## src/acis_pkg.sv

```systemverilog
// shared types, register codes and reset values for the a/c idle-up sequencer
// no dependencies
package acis_pkg;

    localparam int unsigned RpmW   = 16;
    localparam int unsigned TpsW   = 10;
    localparam int unsigned VssW   = 16;
    localparam int unsigned TickW  = 4;
    localparam int unsigned TimerW = 16;
    localparam int unsigned CfgW   = 16;
    localparam int unsigned IdxW   = 3;
    localparam int unsigned InW    = 48;
    localparam int unsigned OutW   = 8;

    localparam logic [RpmW-1:0]   RstMinRpm   = 16'd400;
    localparam logic [RpmW-1:0]   RstMaxRpm   = 16'hFFFF;
    localparam logic [TpsW-1:0]   RstThrOff   = 10'd500;
    localparam logic [TpsW-1:0]   RstThrHyst  = 10'd20;
    localparam logic [VssW-1:0]   RstSpdOff   = 16'hFFFF;
    localparam logic [VssW-1:0]   RstSpdHyst  = 16'd0;
    localparam logic [TimerW-1:0] RstEngDelay = 16'd10;
    localparam logic [TimerW-1:0] RstRelock   = 16'd0;

    localparam logic [VssW-1:0]   SpeedDisabled = 16'hFFFF;
    localparam logic [TimerW-1:0] TimerMax      = 16'hFFFF;

    typedef enum logic [IdxW-1:0] {
        REG_MIN_RPM    = 3'd0,
        REG_MAX_RPM    = 3'd1,
        REG_THR_OFF    = 3'd2,
        REG_THR_HYST   = 3'd3,
        REG_SPD_OFF    = 3'd4,
        REG_SPD_HYST   = 3'd5,
        REG_ENG_DELAY  = 3'd6,
        REG_RELOCK     = 3'd7
    } t_reg_idx;

    typedef struct packed {
        logic [RpmW-1:0]   min_speed_rpm;
        logic [RpmW-1:0]   max_speed_rpm;
        logic [TpsW-1:0]   throttle_off_point;
        logic [TpsW-1:0]   throttle_hysteresis;
        logic [VssW-1:0]   speed_off_point;
        logic [VssW-1:0]   speed_hysteresis;
        logic [TimerW-1:0] engage_delay;
        logic [TimerW-1:0] relock_delay;
    } t_cfg;

    typedef struct packed {
        logic [TickW-1:0] elapsed_ticks;
        logic             ac_request;
        logic [VssW-1:0]  vehicle_speed;
        logic [TpsW-1:0]  throttle;
        logic [RpmW-1:0]  engine_rpm;
    } t_in;

    typedef struct packed {
        logic              request_latched;
        logic              engaged;
        logic              output_state;
        logic              throttle_hyst_flag;
        logic              speed_hyst_flag;
        logic              hold_flag;
        logic [TimerW-1:0] delay_timer;
        logic [TimerW-1:0] off_timer;
    } t_state;

endpackage

```

## src/acis_cfg.sv

```systemverilog
// configuration register file with write-only index port
// depends on acis_pkg
module acis_cfg (
    input  logic                      i_clk,
    input  logic                      i_rst_n,
    input  logic                      i_cfg_we,
    input  logic [acis_pkg::IdxW-1:0] i_cfg_idx,
    input  logic [acis_pkg::CfgW-1:0] i_cfg_wdata,
    output acis_pkg::t_cfg            o_cfg
);

    acis_pkg::t_cfg r_cfg;

    always_ff @(posedge i_clk) begin
        if (!i_rst_n) begin
            r_cfg.min_speed_rpm       <= acis_pkg::RstMinRpm;
            r_cfg.max_speed_rpm       <= acis_pkg::RstMaxRpm;
            r_cfg.throttle_off_point  <= acis_pkg::RstThrOff;
            r_cfg.throttle_hysteresis <= acis_pkg::RstThrHyst;
            r_cfg.speed_off_point     <= acis_pkg::RstSpdOff;
            r_cfg.speed_hysteresis    <= acis_pkg::RstSpdHyst;
            r_cfg.engage_delay        <= acis_pkg::RstEngDelay;
            r_cfg.relock_delay        <= acis_pkg::RstRelock;
        end else if (i_cfg_we) begin
            unique case (acis_pkg::t_reg_idx'(i_cfg_idx))
                acis_pkg::REG_MIN_RPM:   r_cfg.min_speed_rpm <= i_cfg_wdata;
                acis_pkg::REG_MAX_RPM:   r_cfg.max_speed_rpm <= i_cfg_wdata;
                acis_pkg::REG_THR_OFF: begin
                    r_cfg.throttle_off_point <= i_cfg_wdata[acis_pkg::TpsW-1:0];
                end
                acis_pkg::REG_THR_HYST: begin
                    r_cfg.throttle_hysteresis <= i_cfg_wdata[acis_pkg::TpsW-1:0];
                end
                acis_pkg::REG_SPD_OFF:   r_cfg.speed_off_point  <= i_cfg_wdata;
                acis_pkg::REG_SPD_HYST:  r_cfg.speed_hysteresis <= i_cfg_wdata;
                acis_pkg::REG_ENG_DELAY: r_cfg.engage_delay     <= i_cfg_wdata;
                acis_pkg::REG_RELOCK:    r_cfg.relock_delay     <= i_cfg_wdata;
                default: ;
            endcase
        end
    end

    assign o_cfg = r_cfg;

endmodule

```

## src/acis_step.sv

```systemverilog
// next-state logic for one sample: timer update, limit checks and engage rule
// depends on acis_pkg
module acis_step (
    input  acis_pkg::t_state i_state,
    input  acis_pkg::t_cfg   i_cfg,
    input  acis_pkg::t_in    i_in,
    output acis_pkg::t_state o_state
);

    logic [acis_pkg::TimerW:0]   delay_sum;
    logic [acis_pkg::TimerW:0]   off_sum;
    logic [acis_pkg::TimerW-1:0] delay_sat;
    logic [acis_pkg::TimerW-1:0] off_sat;
    logic [acis_pkg::TpsW:0]     thr_diff;
    logic [acis_pkg::TpsW-1:0]   thr_floor;
    logic [acis_pkg::VssW:0]     spd_diff;
    logic [acis_pkg::VssW-1:0]   spd_floor;
    logic                        speed_on;
    logic                        drop;
    logic                        allow;
    acis_pkg::t_state            n_state;

    // saturating timers
    assign delay_sum = {1'b0, i_state.delay_timer} + {13'd0, i_in.elapsed_ticks};
    assign off_sum   = {1'b0, i_state.off_timer} + {13'd0, i_in.elapsed_ticks};
    assign delay_sat = delay_sum[acis_pkg::TimerW] ? acis_pkg::TimerMax
                                                   : delay_sum[acis_pkg::TimerW-1:0];
    assign off_sat   = off_sum[acis_pkg::TimerW] ? acis_pkg::TimerMax
                                                 : off_sum[acis_pkg::TimerW-1:0];

    // off point minus hysteresis, floored at zero
    assign thr_diff  = {1'b0, i_cfg.throttle_off_point} - {1'b0, i_cfg.throttle_hysteresis};
    assign thr_floor = thr_diff[acis_pkg::TpsW] ? '0 : thr_diff[acis_pkg::TpsW-1:0];
    assign spd_diff  = {1'b0, i_cfg.speed_off_point} - {1'b0, i_cfg.speed_hysteresis};
    assign spd_floor = spd_diff[acis_pkg::VssW] ? '0 : spd_diff[acis_pkg::VssW-1:0];

    assign speed_on = i_cfg.speed_off_point != acis_pkg::SpeedDisabled;
    assign allow    = (i_in.throttle < i_cfg.throttle_off_point)
                   && !(speed_on && (i_in.vehicle_speed > i_cfg.speed_off_point))
                   && (off_sat > i_cfg.relock_delay);

    always_comb begin
        n_state             = i_state;
        n_state.delay_timer = delay_sat;
        n_state.off_timer   = off_sat;
        drop                = 1'b0;
        if (i_in.engine_rpm < i_cfg.min_speed_rpm) begin
            n_state.output_state = 1'b0;
            n_state.off_timer    = '0;
        end else if (i_in.ac_request) begin
            if (i_state.engaged) begin
                if (i_in.throttle > i_cfg.throttle_off_point) begin
                    n_state.throttle_hyst_flag = 1'b1;
                    drop = 1'b1;
                end else if (i_state.throttle_hyst_flag && (i_in.throttle > thr_floor)) begin
                    drop = 1'b1;
                end else begin
                    n_state.throttle_hyst_flag = 1'b0;
                end
                if (speed_on) begin
                    if (i_in.vehicle_speed >= i_cfg.speed_off_point) begin
                        n_state.speed_hyst_flag = 1'b1;
                        drop = 1'b1;
                    end else if (i_state.speed_hyst_flag
                                 && (i_in.vehicle_speed >= spd_floor)) begin
                        drop = 1'b1;
                    end else begin
                        n_state.speed_hyst_flag = 1'b0;
                    end
                end
                if (i_in.engine_rpm > i_cfg.max_speed_rpm) begin
                    drop = 1'b1;
                end
            end
            if (drop) begin
                if (i_state.output_state) begin
                    n_state.off_timer = '0;
                end
                n_state.output_state = 1'b0;
            end else if (allow) begin
                if (!i_state.request_latched) begin
                    n_state.request_latched    = 1'b1;
                    n_state.delay_timer        = '0;
                    n_state.throttle_hyst_flag = 1'b0;
                    n_state.speed_hyst_flag    = 1'b0;
                    n_state.hold_flag          = 1'b1;
                end else if (delay_sat >= i_cfg.engage_delay) begin
                    n_state.output_state = 1'b1;
                    n_state.engaged      = 1'b1;
                    n_state.hold_flag    = 1'b0;
                end
            end
        end else begin
            if (i_state.request_latched) begin
                n_state.request_latched = 1'b0;
                n_state.delay_timer     = '0;
                n_state.off_timer       = '0;
            end else if (delay_sat >= i_cfg.engage_delay) begin
                n_state.output_state = 1'b0;
                n_state.engaged      = 1'b0;
            end
        end
    end

    assign o_state = n_state;

endmodule

```

## src/ac_idle_up_sequencer.sv

```systemverilog
// a/c idle-up sequencer top level: input register, step logic, result register
// depends on acis_pkg, acis_cfg, acis_step
// datapath: an accepted input word is held in the input register, then its result in the result register
// throughput: one word per cycle while the receiver takes result words, bounded by the single state update per sample
// reset: synchronous active low, clears all sequencer state and both stage valids
// configuration registers return to their documented defaults on reset
module ac_idle_up_sequencer (
    input  logic                       i_clk,
    input  logic                       i_rst_n,
    input  logic                       i_cfg_we,
    input  logic [acis_pkg::IdxW-1:0]  i_cfg_idx,
    input  logic [acis_pkg::CfgW-1:0]  i_cfg_wdata,
    input  logic                       i_s_axis_tvalid,
    output logic                       o_s_axis_tready,
    // engine_rpm[15:0], throttle[25:16], vehicle_speed[41:26], ac_request[42],
    // elapsed_ticks[46:43], zero pad[47]
    input  logic [acis_pkg::InW-1:0]   i_s_axis_tdata,
    output logic                       o_m_axis_tvalid,
    input  logic                       i_m_axis_tready,
    // compressor_on[0], idleup_active[1], pid_hold[2], zero pad[7:3]
    output logic [acis_pkg::OutW-1:0]  o_m_axis_tdata
);

    acis_pkg::t_cfg   cfg;
    acis_pkg::t_in    r_in;
    logic             r_in_valid;
    acis_pkg::t_state r_state;
    acis_pkg::t_state n_state;
    logic             r_out_valid;
    logic [2:0]       r_out;
    logic             adv;
    logic             in_acc;

    acis_cfg u_cfg (
        .i_clk       (i_clk),
        .i_rst_n     (i_rst_n),
        .i_cfg_we    (i_cfg_we),
        .i_cfg_idx   (i_cfg_idx),
        .i_cfg_wdata (i_cfg_wdata),
        .o_cfg       (cfg)
    );

    acis_step u_step (
        .i_state (r_state),
        .i_cfg   (cfg),
        .i_in    (r_in),
        .o_state (n_state)
    );

    assign adv             = r_in_valid && (!r_out_valid || i_m_axis_tready);
    assign o_s_axis_tready = !r_in_valid || adv;
    assign in_acc          = i_s_axis_tvalid && o_s_axis_tready;

    always_ff @(posedge i_clk) begin
        if (!i_rst_n) begin
            r_in_valid  <= 1'b0;
            r_out_valid <= 1'b0;
            r_state     <= '0;
        end else begin
            if (in_acc) begin
                r_in_valid <= 1'b1;
            end else if (adv) begin
                r_in_valid <= 1'b0;
            end
            if (adv) begin
                r_out_valid <= 1'b1;
                r_state     <= n_state;
            end else if (i_m_axis_tready) begin
                r_out_valid <= 1'b0;
            end
        end
    end

    // payload registers
    always_ff @(posedge i_clk) begin
        if (in_acc) begin
            r_in <= acis_pkg::t_in'(i_s_axis_tdata[46:0]);
        end
        if (adv) begin
            r_out <= {n_state.hold_flag, n_state.request_latched, n_state.output_state};
        end
    end

    assign o_m_axis_tvalid = r_out_valid;
    assign o_m_axis_tdata  = {5'd0, r_out};

    a_clutch_needs_engage: assert property (@(posedge i_clk) disable iff (!i_rst_n)
        r_state.output_state |-> r_state.engaged)
        else $error("clutch driven while not engaged");

    a_state_moves_on_advance: assert property (@(posedge i_clk) disable iff (!i_rst_n)
        ($past(i_rst_n) && !$past(adv)) |-> $stable(r_state))
        else $error("sequencer state changed without a sample");

    a_accept_fills_input: assert property (@(posedge i_clk) disable iff (!i_rst_n)
        in_acc |=> r_in_valid)
        else $error("accepted word not held in input register");

endmodule

```

## config.mk

```make
export PLATFORM = sky130hd
export DESIGN_NAME = ac_idle_up_sequencer
export DESIGN_NICKNAME = d
export VERILOG_FILES = /design/src/acis_pkg.sv /design/src/acis_cfg.sv /design/src/acis_step.sv /design/src/ac_idle_up_sequencer.sv
export SDC_FILE = /design/constraint.sdc
export NUM_CORES = 1
export LEC_CHECK = 0
export BUFFER_PORTS_ARGS = -buffer_cell sky130_fd_sc_hd__buf_2
export CORE_UTILIZATION = 30
export DETAILED_ROUTE_END_ITERATION = 8
export GPL_ROUTABILITY_DRIVEN = 0
export PLACE_DENSITY_LB_ADDON = 0.08
export SYNTH_ARGS = -nofsm -noshare
export SYNTH_HDL_FRONTEND = slang
export SYNTH_HIERARCHICAL = 1
export SYNTH_SLANG_ARGS = --single-unit
```

## constraint.sdc

```tcl
create_clock -name i_clk -period 12.7 [get_ports i_clk]
set_clock_uncertainty 0.1 [all_clocks]
set_input_delay 1.27 -clock i_clk [delete_from_list [all_inputs] [get_ports i_clk]]
set_output_delay 1.27 -clock i_clk [all_outputs]
set_load 0.01 [all_outputs]
```

==> results.txt <==
status -> completed
pwr/cell area -> 116.3 mW/mm²
Cell Rows -> 75
Worst-Margin Slew -> 1093 ps
nets -> 1727
die height -> 209.8 µm
1st-iter DRT viols -> 329
Critical Path AT -> 6530 ps
worst r2r src -> u_cfg/o_cfg[48]
Worst-path clk slew -> 60 ps
largest net degree at the start of global routing -> 133
final period utilization -> 49.02%
hold path startpoint -> u_cfg/o_cfg[35]
post-route ant nets -> 0
Top FF cell, synth -> dfxtp_1
worst min-delay path class -> reg -> reg
H-Tree Depth -> 1
starting density of the core -> 30.68%
RSZ-0062 raised after global routing -> no
Pre-antenna DRT Iters -> 4
setup total negative slack -> 0 ps
mapped cell area -> 0.01295 mm²
#FFs+latches synth -> 206
Max Freq -> 0.1606 GHz
Max Cap Violations -> 0
Post-synth EDFFs -> 50
Slew Limit Fails -> 0
Peak supply drop -> 0.00009637 V
die area -> 0.04401 mm²
core footprint -> 0.04223 mm²
Worst EP required -> 13000 ps
hold path depth -> 2
vias in the first global route -> 9769
I/O Buffers -> 75
Mapped Cells -> 1447
routed len/inst -> 16.78 µm
clock sinks -> 206
CTS tree -> yes
initial antenna violation count -> 0
asr flop ratio synth -> 0%
Setup crit start kind -> register
DPL Wire Length -> 25530 µm
post-layout power -> 1.705 mW
most frequent cells in the layout -> nand2_1, mux2i_1, dfxtp_1, ha_1, inv_1
GR Overflow Total -> 0
cells resized by post-CTS repair -> 0
Worst-Skew Late Latency -> 550 ps
Hold-fix buffers, CTS -> 0
slew margin rel. -> 27.11%
setup bufs post-CTS -> 0
Hold Vio Cnt, Final -> 0
Hold Path End -> u_cfg/o_cfg[35]
Detailed Route WL -> 34580 µm
Setup-failing EPs final -> 0
detailed-route via count -> 9804
CTS root buf -> clkbuf_16
Max clock buf depth -> 3
global-route usage over all layers -> 16.00%
Critical R2R Capture -> r_state[33]
kind of end point of the critical path -> register
fill count -> 4442
reg2reg path depth -> 21
FF-to-FF setup slack -> 6470 ps
Avg Vias per Cell -> 4.757
TritonCTS Buffers -> 26
# diodes -> 0
Period minus WS final -> 6226 ps
post-synthesis sequential area ratio -> 35.70%
CP Class -> reg -> reg
LEAKAGE -> 6.922 nW
die width -> 209.8 µm
synthesized area per cell -> 8.952 µm²
num ports -> 82
yosys warns -> 6
Yosys cell types -> 68
first-pass GRT wire length -> 54540 µm
Remaining DRCs -> 0
commonest non-fill, non-tap cell in the layout -> nand2_1
fraction of layout cells with a size suffix above 1 -> 9.330%
Area Overhead vs Synth -> 13.17%
crit path max fanout -> 19
-- state kept, by name, indices dropped and copies added (netlist names) --
name,flops
o_m_axis_tvalid,1
r_in,47
r_in_valid,1
r_out,3
r_state,38
u_cfg/o_cfg,116
-- through the flow --
stage          instances  util [%]  setup slack [ps]  area [µm²]  hold WS, ps
6_report            2061     34.72              6474       14660        358.7
5_1_grt             2061     34.72              6199       14660        373.9
4_1_cts             2061     34.72              6530       14660        360.2
3_5_place_dp        2013     32.56              6545       13750        351.4
3_3_place_gp        2013     32.56              6553       13750        342.6
2_1_floorplan       1451         -              7912       12970        335.3
-- cells in the mapped netlist, types with 19 or more instances --
cell type,count,area share [%]
nand3_1,24,0.93
nand4_1,20,0.97
xnor2_1,19,1.3
a21oi_1,67,2.6
inv_1,140,4.1
ha_1,149,14
nor2b_1,81,3.9
mux2i_1,156,12
nor2_1,51,1.5
clkbuf_1,28,0.81
nand2_1,259,7.5
o21ai_0,34,1.3
edfxtp_1,50,12
a21o_1,23,1.3
dfxtp_1,156,24
-- per-layer routing --
metal  vias up  part of all wire [%]  global-route usage (%)  routed length, µm
met1      4574                    48                   21.21              16730
met4         0                   2.3                   5.361                799
met3        40                   3.5                   2.155               1194
li1       5076                     -                       -                  -
met2       114                    46                   26.67              15860
met5         -                     0                       0                  0
-- worst max path at each step --
stage	from	end	slack, ps	cells after the start
floorplan	u_cfg/o_cfg[48]	r_state[22]	7910	25
global placement	u_cfg/o_cfg[48]	r_state[34]	6550	21
detailed placement	u_cfg/o_cfg[48]	r_state[33]	6550	21
CTS	u_cfg/o_cfg[48]	r_state[33]	6530	21
global route	u_cfg/o_cfg[48]	r_state[34]	6200	21
finish	u_cfg/o_cfg[48]	r_state[33]	6470	21
-- cell type report --
cell class / count / area, µm² / area share (%)
multi-input cells: 1046 / 7492 / 51.11
flip-flops and latches: 206 / 4624 / 31.54
clock buffers: 40 / 794.5 / 5.419
well taps: 539 / 674.4 / 4.600
inverters: 140 / 525.5 / 3.585
repair buffers: 82 / 434.2 / 2.962
clock inverters: 8 / 115.1 / 0.7852
-- cell families after synthesis --
| family | count (synthesis) | synth area share, % |
|---|---|---|
| buf+inv | 199 | 6.645 |
| mux | 157 | 12.14 |
| simple gates | 499 | 18.26 |
| fa+ha+maj | 153 | 15.01 |
| compound gates | 198 | 9.920 |
| xor+xnor | 34 | 2.299 |
| other cells | 1 | 0.02895 |
| flops | 206 | 35.70 |
-- where the power goes --
| group | leakage (nW) | total (mW) | internal (mW) | switching (mW) |
|---|---|---|---|---|
| Sequential | 1.75 | 0.708 | 0.693 | 0.0144 |
| Clock | 0.452 | 0.788 | 0.489 | 0.300 |
| Combinational | 4.72 | 0.208 | 0.0834 | 0.125 |
-- critical path, stage by stage (launching register included) --
cell and delay, ps:
dfxtp_1 360, inv_1 70, ha_1 170, fa_1 200, nand2b_1 160, a21oi_1 160, o211a_1 280, o41ai_1 570
a21oi_1 130, or2_2 450, nor2b_1 190, ha_1 250, nand2b_1 140, a2111o_1 430, a311o_1 370, o221ai_2 210
a31oi_1 290, o31ai_4 390, and4_1 780, o32ai_1 200, nand2_1 100, mux2i_1 80
Note: power is estimated with default switching activity, not from simulation.
